<file path="src/hdl/charlieplex_segment_display_driver_macros.svh">
// assertion macros for the charlieplexed display driver
// no dependencies; included by files that carry concurrent checks
`ifndef CHARLIEPLEX_SEGMENT_DISPLAY_DRIVER_MACROS_SVH
`define CHARLIEPLEX_SEGMENT_DISPLAY_DRIVER_MACROS_SVH

`ifndef ASSERT_OFF

// same-cycle implication, disabled in reset
`define CSDD_ASSERT_NOW(label, clk, rst_n, ante, cons, msg) \
  label: assert property (@(posedge clk) disable iff (!(rst_n)) (ante) |-> (cons)) \
    else $error(msg);

// next-cycle implication, disabled in reset
`define CSDD_ASSERT_NEXT(label, clk, rst_n, ante, cons, msg) \
  label: assert property (@(posedge clk) disable iff (!(rst_n)) (ante) |=> (cons)) \
    else $error(msg);

`else

`define CSDD_ASSERT_NOW(label, clk, rst_n, ante, cons, msg)
`define CSDD_ASSERT_NEXT(label, clk, rst_n, ante, cons, msg)

`endif

`endif

</file>
<file path="src/hdl/csdd_pkg.sv">
// shared codes, types and digit helpers for the charlieplexed display driver
// no dependencies; imported by every module of the block
package csdd_pkg;

  // word kinds
  localparam logic [1:0] MODE_TICK   = 2'd0;
  localparam logic [1:0] MODE_NUMBER = 2'd1;
  localparam logic [1:0] MODE_STATUS = 2'd2;

  // number formats
  localparam logic [1:0] FMT_DIGITS = 2'd0;
  localparam logic [1:0] FMT_CLOCK  = 2'd1;
  localparam logic [1:0] FMT_BLANK  = 2'd2;

  // status kinds
  localparam logic [2:0] KIND_BATTERY = 3'd0;
  localparam logic [2:0] KIND_TIMER   = 3'd1;
  localparam logic [2:0] KIND_COUNT   = 3'd2;
  localparam logic [2:0] KIND_FREE    = 3'd3;
  localparam logic [2:0] KIND_LINK    = 3'd4;

  // icon masks
  localparam logic [7:0] ICON_BATT_KEEP = 8'hD3;
  localparam logic [7:0] ICON_MODE_KEEP = 8'hEC;
  localparam logic [7:0] ICON_LINK_KEEP = 8'hBF;
  localparam logic [7:0] ICON_LINK_SET  = 8'h40;
  localparam logic [7:0] ICON_TIMER_SET = 8'h11;
  localparam logic [7:0] ICON_COUNT_SET = 8'h02;
  localparam logic [7:0] ICON_BATT_1    = 8'h08;
  localparam logic [7:0] ICON_BATT_2    = 8'h0C;
  localparam logic [7:0] ICON_BATT_3    = 8'h2C;

  // segment bit positions
  localparam int unsigned SEG_A = 0;
  localparam int unsigned SEG_B = 1;
  localparam int unsigned SEG_C = 2;
  localparam int unsigned SEG_D = 3;
  localparam int unsigned SEG_E = 4;
  localparam int unsigned SEG_F = 5;
  localparam int unsigned SEG_G = 6;

  localparam logic [2:0] BLANK_PHASE = 3'd7;

  typedef logic [6:0] seg_t;

  // decoded word plus its constant quotients, passed to the state stage
  typedef struct packed {
    logic [1:0]  mode;
    logic [15:0] value;
    logic [1:0]  fmt;
    logic [2:0]  kind;
    logic [1:0]  arg;
    logic [12:0] q10;
    logic [9:0]  q100;
    logic [6:0]  q1000;
    logic [10:0] q60;
    logic [6:0]  q600;
  } split_t;

  // decimal digit to segments
  function automatic seg_t glyph(input logic [3:0] d);
    seg_t s;
    case (d)
      4'd0:    s = 7'h3F;
      4'd1:    s = 7'h06;
      4'd2:    s = 7'h5B;
      4'd3:    s = 7'h4F;
      4'd4:    s = 7'h66;
      4'd5:    s = 7'h6D;
      4'd6:    s = 7'h7D;
      4'd7:    s = 7'h07;
      4'd8:    s = 7'h7F;
      4'd9:    s = 7'h6F;
      default: s = 7'h00;
    endcase
    return s;
  endfunction

  // remainder by ten of a value below 128
  function automatic logic [3:0] mod10_7(input logic [6:0] x);
    logic [6:0] r;
    r = x;
    if (r >= 7'd80) r = r - 7'd80;
    if (r >= 7'd40) r = r - 7'd40;
    if (r >= 7'd20) r = r - 7'd20;
    if (r >= 7'd10) r = r - 7'd10;
    return r[3:0];
  endfunction

  // tens digit of a seconds count below 64
  function automatic logic [2:0] tens_6(input logic [5:0] s);
    logic [2:0] t;
    if (s >= 6'd60)      t = 3'd6;
    else if (s >= 6'd50) t = 3'd5;
    else if (s >= 6'd40) t = 3'd4;
    else if (s >= 6'd30) t = 3'd3;
    else if (s >= 6'd20) t = 3'd2;
    else if (s >= 6'd10) t = 3'd1;
    else                 t = 3'd0;
    return t;
  endfunction

  function automatic logic [15:0] times10(input logic [15:0] x);
    return {x[12:0], 3'b000} + {x[14:0], 1'b0};
  endfunction

  function automatic logic [15:0] times60(input logic [15:0] x);
    return {x[9:0], 6'b000000} - {x[13:0], 2'b00};
  endfunction

endpackage

</file>
<file path="src/hdl/csdd_split.sv">
// input register and constant-quotient stage
// depends on csdd_pkg; quotients by reciprocal multiplication, exact for 16-bit values
module csdd_split import csdd_pkg::*; (
  input  logic        clk_i,
  input  logic        rst_ni,
  input  logic        advance_i,
  input  logic        in_valid_i,
  input  logic [1:0]  mode_i,
  input  logic [15:0] value_i,
  input  logic [1:0]  number_format_i,
  input  logic [2:0]  status_kind_i,
  input  logic [1:0]  status_arg_i,
  output logic        split_valid_o,
  output split_t      split_o
);

  logic        s1_valid_q;
  logic [1:0]  s1_mode_q;
  logic [15:0] s1_value_q;
  logic [1:0]  s1_fmt_q;
  logic [2:0]  s1_kind_q;
  logic [1:0]  s1_arg_q;

  logic        s2_valid_q;
  split_t      s2_q;
  split_t      s2_d;

  logic [32:0] p10, p100, p1000, p60, p600;

  // valid bits of the input word and quotient stages
  always_ff @(posedge clk_i or negedge rst_ni) begin
    if (!rst_ni) begin
      s1_valid_q <= 1'b0;
      s2_valid_q <= 1'b0;
    end else if (advance_i) begin
      s1_valid_q <= in_valid_i;
      s2_valid_q <= s1_valid_q;
    end
  end

  always_ff @(posedge clk_i) begin
    if (advance_i) begin
      s1_mode_q  <= mode_i;
      s1_value_q <= value_i;
      s1_fmt_q   <= number_format_i;
      s1_kind_q  <= status_kind_i;
      s1_arg_q   <= status_arg_i;
      s2_q       <= s2_d;
    end
  end

  // reciprocal products
  assign p10   = 33'(s1_value_q) * 33'(17'd52429);
  assign p100  = 33'(s1_value_q) * 33'(17'd83887);
  assign p1000 = 33'(s1_value_q) * 33'(17'd67109);
  assign p60   = 33'(s1_value_q) * 33'(17'd69906);
  assign p600  = 33'(s1_value_q) * 33'(17'd111849);

  always_comb begin
    s2_d.mode  = s1_mode_q;
    s2_d.value = s1_value_q;
    s2_d.fmt   = s1_fmt_q;
    s2_d.kind  = s1_kind_q;
    s2_d.arg   = s1_arg_q;
    s2_d.q10   = p10[31:19];
    s2_d.q100  = p100[32:23];
    s2_d.q1000 = p1000[32:26];
    s2_d.q60   = p60[32:22];
    s2_d.q600  = p600[32:26];
  end

  assign split_valid_o = s2_valid_q;
  assign split_o       = s2_q;

endmodule

</file>
<file path="src/hdl/csdd_store.sv">
// digit and icon state with number and status write handling
// depends on csdd_pkg; fed by csdd_split
module csdd_store import csdd_pkg::*; (
  input  logic         clk_i,
  input  logic         rst_ni,
  input  logic         update_i,
  input  split_t       item_i,
  output seg_t [3:0]   digits_o,
  output logic [7:0]   icons_o
);

  seg_t [3:0]  digits_q, digits_d;
  logic [7:0]  icons_q, icons_d;
  seg_t [3:0]  plain_segs, clock_segs;

  logic [15:0] units_w, tens_w, hund_w, mins_w, secs_w;
  logic [5:0]  secs;
  logic [2:0]  sec_tens;
  logic [5:0]  sec_units;

  // plain four-digit conversion with leading-zero blanking
  always_comb begin
    units_w = item_i.value - times10(16'(item_i.q10));
    tens_w  = 16'(item_i.q10) - times10(16'(item_i.q100));
    hund_w  = 16'(item_i.q100) - times10(16'(item_i.q1000));
    plain_segs[0] = (item_i.q1000 == 7'd0) ? 7'h00 : glyph(mod10_7(item_i.q1000));
    plain_segs[1] = (item_i.q100 == 10'd0) ? 7'h00 : glyph(hund_w[3:0]);
    plain_segs[2] = (item_i.q10 == 13'd0)  ? 7'h00 : glyph(tens_w[3:0]);
    plain_segs[3] = glyph(units_w[3:0]);
  end

  // minutes:seconds conversion
  always_comb begin
    mins_w    = 16'(item_i.q60) - times10(16'(item_i.q600));
    secs_w    = item_i.value - times60(16'(item_i.q60));
    secs      = secs_w[5:0];
    sec_tens  = tens_6(secs);
    sec_units = secs - (6'(sec_tens) << 3) - (6'(sec_tens) << 1);
    clock_segs[0] = (item_i.q600 == 7'd0) ? 7'h00 : glyph(mod10_7(item_i.q600));
    clock_segs[1] = (item_i.q60 == 11'd0) ? 7'h00 : glyph(mins_w[3:0]);
    clock_segs[2] = glyph({1'b0, sec_tens});
    clock_segs[3] = glyph(sec_units[3:0]);
  end

  // next state from the word at the head of the pipe
  always_comb begin
    digits_d = digits_q;
    icons_d  = icons_q;
    if (update_i) begin
      if (item_i.mode == MODE_NUMBER) begin
        case (item_i.fmt)
          FMT_BLANK: begin
            digits_d = '0;
            icons_d  = 8'h00;
          end
          FMT_CLOCK: digits_d = clock_segs;
          default:   digits_d = plain_segs;
        endcase
      end else if (item_i.mode == MODE_STATUS) begin
        unique case (item_i.kind)
          KIND_BATTERY: begin
            case (item_i.arg)
              2'd1:    icons_d = (icons_q & ICON_BATT_KEEP) | ICON_BATT_1;
              2'd2:    icons_d = (icons_q & ICON_BATT_KEEP) | ICON_BATT_2;
              2'd3:    icons_d = (icons_q & ICON_BATT_KEEP) | ICON_BATT_3;
              default: icons_d = icons_q & ICON_BATT_KEEP;
            endcase
          end
          KIND_TIMER: icons_d = (icons_q & ICON_MODE_KEEP) | ICON_TIMER_SET;
          KIND_COUNT: icons_d = (icons_q & ICON_MODE_KEEP) | ICON_COUNT_SET;
          KIND_FREE:  icons_d = icons_q & ICON_MODE_KEEP;
          KIND_LINK: begin
            if (item_i.arg != 2'd0) icons_d = icons_q | ICON_LINK_SET;
            else                    icons_d = icons_q & ICON_LINK_KEEP;
          end
          default: icons_d = icons_q;
        endcase
      end
    end
  end

  always_ff @(posedge clk_i or negedge rst_ni) begin
    if (!rst_ni) begin
      digits_q <= '0;
      icons_q  <= 8'h00;
    end else begin
      digits_q <= digits_d;
      icons_q  <= icons_d;
    end
  end

  assign digits_o = digits_q;
  assign icons_o  = icons_q;

endmodule

</file>
<file path="src/hdl/charlieplex_segment_display_driver.sv">
// a word passes the input register, the quotient stage and the result register in turn;
// only scan ticks produce a result
// throughput: one word per cycle; the pipe only halts while a result waits on out_ready_i
// writes update the display state when they reach the third stage, in word order
// reset clears the scan phase, all four digits and the icon byte, and empties the pipe
// depends on csdd_pkg, csdd_split, csdd_store and the assertion macro header
`include "charlieplex_segment_display_driver_macros.svh"

module charlieplex_segment_display_driver import csdd_pkg::*; (
  input  logic        clk_i,
  input  logic        rst_ni,
  input  logic        in_valid_i,
  output logic        in_ready_o,
  input  logic [1:0]  mode_i,
  input  logic [15:0] value_i,
  input  logic [1:0]  number_format_i,
  input  logic [2:0]  status_kind_i,
  input  logic [1:0]  status_arg_i,
  output logic        out_valid_o,
  input  logic        out_ready_i,
  output logic [6:0]  pin_enable_o,
  output logic [6:0]  pin_level_o,
  output logic [6:0]  pin_strong_o,
  output logic [2:0]  phase_o
);

  logic        advance;
  logic        split_valid;
  split_t      split_item;
  logic        update;
  logic        tick_fire;
  seg_t [3:0]  digits;
  logic [7:0]  icons;

  logic        out_valid_q;
  logic [2:0]  scan_phase_q;
  logic [6:0]  enable_q, level_q, strong_q;
  logic [2:0]  phase_q;
  logic [6:0]  enable_d, common_d;

  // cathode pins pulled low in each phase, per the fixed wiring
  function automatic logic [6:0] lit_pins(input logic [2:0] ph, input seg_t [3:0] d,
                                          input logic [7:0] ic);
    logic [6:0] p;
    p = 7'h00;
    unique case (ph)
      3'd0: begin
        p[1] = d[0][SEG_A]; p[2] = d[0][SEG_B]; p[3] = d[0][SEG_E];
        p[4] = ic[3];       p[5] = ic[5];
      end
      3'd1: begin
        p[0] = d[0][SEG_F]; p[2] = d[1][SEG_A]; p[3] = d[1][SEG_B];
        p[5] = d[1][SEG_D]; p[4] = d[1][SEG_E];
      end
      3'd2: begin
        p[0] = d[0][SEG_G]; p[1] = d[1][SEG_F]; p[4] = d[2][SEG_B];
        p[5] = ic[0];       p[6] = ic[6];       p[3] = ic[4];
      end
      3'd3: begin
        p[0] = d[0][SEG_C]; p[1] = d[1][SEG_G]; p[4] = d[2][SEG_C];
        p[2] = d[2][SEG_F]; p[5] = d[3][SEG_E];
      end
      3'd4: begin
        p[0] = d[0][SEG_D]; p[1] = d[1][SEG_C]; p[3] = d[2][SEG_A];
        p[2] = d[2][SEG_G]; p[5] = d[3][SEG_C]; p[6] = d[3][SEG_G];
      end
      3'd5: begin
        p[0] = d[2][SEG_D]; p[2] = d[2][SEG_E]; p[6] = d[3][SEG_B];
        p[3] = d[3][SEG_D]; p[4] = d[3][SEG_F]; p[1] = ic[2];
      end
      3'd6: begin
        p[5] = d[3][SEG_A]; p[2] = ic[1]; p[1] = ic[7];
      end
      default: p = 7'h00;
    endcase
    return p;
  endfunction

  // whole pipe moves unless a result is held
  assign advance    = !out_valid_q || out_ready_i;
  assign in_ready_o = advance;

  csdd_split u_split (
    .clk_i           (clk_i),
    .rst_ni          (rst_ni),
    .advance_i       (advance),
    .in_valid_i      (in_valid_i),
    .mode_i          (mode_i),
    .value_i         (value_i),
    .number_format_i (number_format_i),
    .status_kind_i   (status_kind_i),
    .status_arg_i    (status_arg_i),
    .split_valid_o   (split_valid),
    .split_o         (split_item)
  );

  assign update    = advance && split_valid;
  assign tick_fire = update && (split_item.mode == MODE_TICK);

  csdd_store u_store (
    .clk_i    (clk_i),
    .rst_ni   (rst_ni),
    .update_i (update),
    .item_i   (split_item),
    .digits_o (digits),
    .icons_o  (icons)
  );

  // pin masks for the current phase
  always_comb begin
    if (scan_phase_q == BLANK_PHASE) begin
      common_d = 7'h00;
      enable_d = 7'h00;
    end else begin
      common_d = 7'(8'd1 << scan_phase_q);
      enable_d = common_d | lit_pins(scan_phase_q, digits, icons);
    end
  end

  // result register and scan counter
  always_ff @(posedge clk_i or negedge rst_ni) begin
    if (!rst_ni) begin
      out_valid_q  <= 1'b0;
      scan_phase_q <= 3'd0;
    end else begin
      if (advance) out_valid_q <= tick_fire;
      if (tick_fire) scan_phase_q <= scan_phase_q + 3'd1;
    end
  end

  always_ff @(posedge clk_i) begin
    if (tick_fire) begin
      enable_q <= enable_d;
      level_q  <= common_d;
      strong_q <= common_d;
      phase_q  <= scan_phase_q;
    end
  end

  assign out_valid_o  = out_valid_q;
  assign pin_enable_o = enable_q;
  assign pin_level_o  = level_q;
  assign pin_strong_o = strong_q;
  assign phase_o      = phase_q;

  // checks
  `CSDD_ASSERT_NOW(a_blank_dark, clk_i, rst_ni,
    out_valid_o && (phase_o == BLANK_PHASE),
    (pin_enable_o == 7'h00) && (pin_level_o == 7'h00) && (pin_strong_o == 7'h00),
    "blank phase drives a pin")
  `CSDD_ASSERT_NOW(a_one_common, clk_i, rst_ni,
    out_valid_o && (phase_o != BLANK_PHASE),
    $onehot(pin_strong_o) && (pin_level_o == pin_strong_o)
      && ((pin_enable_o & pin_strong_o) == pin_strong_o),
    "scan phase without exactly one driven common pin")
  `CSDD_ASSERT_NEXT(a_phase_step, clk_i, rst_ni,
    tick_fire, scan_phase_q == 3'($past(scan_phase_q) + 3'd1),
    "scan phase did not advance on a tick")
  `CSDD_ASSERT_NEXT(a_write_silent, clk_i, rst_ni,
    update && (split_item.mode != MODE_TICK), !out_valid_o,
    "write produced a result")

endmodule

</file>
<file path="config.mk">
export PLATFORM = sky130hd
export DESIGN_NAME = charlieplex_segment_display_driver
export DESIGN_NICKNAME = d
export VERILOG_FILES = /design/src/hdl/csdd_pkg.sv /design/src/hdl/csdd_split.sv /design/src/hdl/csdd_store.sv /design/src/hdl/charlieplex_segment_display_driver.sv
export VERILOG_INCLUDE_DIRS = /design/src /design/src/hdl
export SDC_FILE = /design/constraint.sdc
export NUM_CORES = 1
export LEC_CHECK = 0
export ABC_CLOCK_PERIOD_IN_PS = 9950
export BUFFER_PORTS_ARGS = -buffer_cell sky130_fd_sc_hd__buf_4
export CORE_ASPECT_RATIO = 0.6
export CORE_MARGIN = 4
export CORE_UTILIZATION = 65
export CTS_BUF_LIST = sky130_fd_sc_hd__clkbuf_16
export CTS_CLUSTER_DIAMETER = 50
export DETAILED_ROUTE_END_ITERATION = 12
export PLACE_DENSITY = 0.82
export SLEW_MARGIN = 0
export SYNTH_ARGS = -nofsm -noshare
export SYNTH_HDL_FRONTEND = slang
export SYNTH_SLANG_ARGS = --single-unit
</file>
<file path="constraint.sdc">
create_clock -name clk_i -period 9.95 [get_ports clk_i]
set_input_delay 1.99 -clock clk_i [delete_from_list [all_inputs] [get_ports clk_i]]
set_output_delay 1.99 -clock clk_i [all_outputs]
set_load 0.1 [all_outputs]
</file>
==> results_dict.tcl <==
set metrics [dict create \
    critPathSlowestCell "edfxtp_1" \
    cts_resized 0 \
    ios 55 \
    crit_top_cell "fa_1" \
    status "completed" \
    synth_ff_type "edfxtp_1" \
    critPathTopFamily "adder cells" \
    fin_util 0.7086 \
    period_share 0.7389 \
    cp-start-kind "register" \
    final_common_cell "ha_1" \
    die_w_um 268.2 \
    cts-hold-fix-buffers 0 \
    htreeDepth 4 \
    num_rows 56 \
    hold_viol 0 \
    end_kind "register" \
    ys_ff_latch 145 \
    grt_pass1_vias 20030 \
    clockBufferDepth 2 \
    vias 19770 \
    cp_max_fo 17 \
    slew_headroom 0.2788 \
    ys_seq_area_frac 0.1574 \
    finalSetupTns_ns 0 \
    clk_pin_slew_ns 0.08 \
    antenna_left 0 \
    dr.pass1.iters 8 \
    clk_latency_ns 0.44 \
    cts_setup_buffers 0 \
    synth.net_count 3573 \
    dp.cells 3145 \
    fin_skew_ns 0.01855 \
    grt_max_degree 72 \
    rr_endpoint "u_split.split_o[34]" \
    cts_tree "done" \
    period_needed_ns 7.352 \
    nNetsFinal 3634 \
    dieHeight_um 164.1 \
    gr-total-overflow 0 \
    max_stage_delay_ns 0.99 \
    async_reset_ff_frac 0.2759 \
    setup_viol 0 \
    critPathKind "register to register" \
    numPortBuffers 54 \
    cts_buffers 17 \
    avgSynthCellArea_um2 10.23 \
    required_ns 10.13 \
    place_congestion 1.086 \
    path_buf_inv 4 \
    cts_sinks 145 \
    max_freq_mhz 136.0 \
    grt_pass1_wl_um 116500 \
    synth_cell_types 88 \
    whs_ns 0.4232 \
    whs_path_depth 0 \
    reg2reg_from "u_split.s1_value_q[5]" \
    r2r_slack_ns 2.60 \
    core_area_um2 39590 \
    max-cap-violations 0 \
    viasPerCell 6.220 \
    syn-instance-count 2581 \
    final_cell_mix "ha_1 (636), inv_1 (590), fa_1 (327), edfxtp_1 (105)" \
    min_to "u_split.split_o[50]" \
    place_hpwl_um 63190 \
    final_cells 3178 \
    initial_core_util 0.6668 \
    drt_iter0_drc 2010 \
    drc 0 \
    syn_to_final_growth_pct 6.271 \
    hold_path_class "register to register" \
    synth_enable_flop_cells 105 \
    maxSlewViolCount 0 \
    crit_arrival_ns 7.53 \
    grt_setup_unrepaired "false" \
    routedWlPerCell_um 23.74 \
    fillers 2844 \
    die_area_um2 44000 \
    tightestPinTransition_ns 1.074 \
    worstPathCellList "inv_1 -> ha_1 -> inv_1 -> fa_1 -> fa_1 -> inv_1 -> fa_1 -> fa_1 -> fa_1 -> inv_1 -> ha_1 -> nand4_1 -> a2111oi_0 -> o221ai_1 -> nor3_1 -> a221o_1 -> o211a_1 -> nor2_1 -> a211o_1 -> xnor2_1" \
    grt.total_usage 0.3542 \
    yosysWarnings 0 \
    cts_root_buffer "clkbuf_16" \
    drive_gt1_frac 0.05047 \
    r2r_cells 20 \
    syn_area_um2 26400 \
    routed_wl_um 75440 \
    min_from "u_split.s1_kind_q[0]" \
    antenna_found_initial 2 \
]
cell type report:
cell class,instances,area (um2),area share
Antenna cell,1,2.502,0.00008921
Tap cell,522,653.1,0.02328
Clock buffer,17,425.4,0.01517
Timing Repair Buffer,73,548.0,0.01954
Sequential cell,145,4154,0.1481
Clock inverter,15,165.2,0.005888
Inverter,592,2222,0.07921
Multi-Input combinational cell,1813,19880,0.7087
cells in the mapped netlist, types with 19 or more instances:
library cell / count / share of area
a21oi_1: 77 / 0.015
dfrtp_1: 40 / 0.038
nand3_1: 24 / 0.0046
xnor2_1: 59 / 0.020
fa_1: 327 / 0.25
o21a_1: 19 / 0.0054
nor2_1: 98 / 0.014
xor2_1: 22 / 0.0073
nor3_1: 23 / 0.0044
ha_1: 636 / 0.30
a21o_1: 31 / 0.0088
edfxtp_1: 105 / 0.12
o21ai_0: 68 / 0.013
a31oi_1: 20 / 0.0047
nand2_1: 98 / 0.014
inv_1: 590 / 0.084
logic make-up (layout without fill, tap and decap cells):
family | count (synthesis) | count (layout) | synth area share
AO/OA/AOI/OAI | 394 | 394 | 0.1024
XOR/XNOR | 82 | 82 | 0.02749
adder cells (fa/ha/maj) | 963 | 963 | 0.5495
buffers and inverters | 623 | 697 | 0.08996
flip-flops | 145 | 145 | 0.1574
multiplexers | 11 | 11 | 0.004408
other | 0 | 1 | 0
AND/OR/NAND/NOR | 363 | 363 | 0.06887
per-stage QoR:
stage / worst slack, ns / cell area, um2
after global placement: 2.917 / 27460
after CTS: 2.719 / 28050
final: 2.598 / 28050
after global routing: 2.192 / 28050
after detailed placement: 2.800 / 27460
after floorplan: 2.529 / 26400
registers in the layout, indices dropped and copies added, names as in the netlist:
name,cells
u_split.split_valid_o,1
u_split.split_o,63
scan_phase_q,3
u_split.s1_mode_q,2
pin_strong_o,7
out_valid_o,1
u_store.digits_o,28
u_split.s1_value_q,16
u_store.icons_o,6
u_split.s1_fmt_q,2
u_split.s1_kind_q,3
u_split.s1_arg_q,2
u_split.s1_valid_q,1
phase_o,3
pin_enable_o,7
per-layer routing:
metal | part of all wire | wire length (um) | GRT usage | vias up
li1 | - | - | - | 8814
met2 | 0.38 | 28670 | 0.4733 | 1136
met3 | 0.16 | 12130 | 0.1636 | 116
met5 | 0.00017 | 13 | 0 | -
met1 | 0.44 | 33450 | 0.5328 | 9699
met4 | 0.016 | 1180 | 0.05464 | 2
worst max path at each step:
stage                                from                   to  slack (ns)  depth (start not counted)
floorplan                     out_ready_i           in_ready_o        2.53                          2
finish              u_split.s1_value_q[5]  u_split.split_o[34]        2.60                         20
global placement    u_split.s1_value_q[5]  u_split.split_o[33]        2.92                         20
detailed placement  u_split.s1_value_q[5]  u_split.split_o[34]        2.80                         20
CTS                 u_split.s1_value_q[5]  u_split.split_o[34]        2.72                         20
global route        u_split.s1_value_q[5]  u_split.split_o[34]        2.19                         20
worst register-to-register path: stages (launching register included):
cell,delay (ns)
edfxtp_1,0.99
inv_1,0.29
ha_1,0.36
inv_1,0.41
fa_1,0.54
fa_1,0.52
inv_1,0.06
fa_1,0.55
fa_1,0.43
fa_1,0.49
inv_1,0.04
ha_1,0.26
nand4_1,0.16
a2111oi_0,0.44
o221ai_1,0.25
nor3_1,0.23
a221o_1,0.34
o211a_1,0.27
nor2_1,0.07
a211o_1,0.27
xnor2_1,0.13
Power is left out: the tool's default activity adds up to more than one toggle a clock period on the data nets, which glitch-free logic cannot reach.
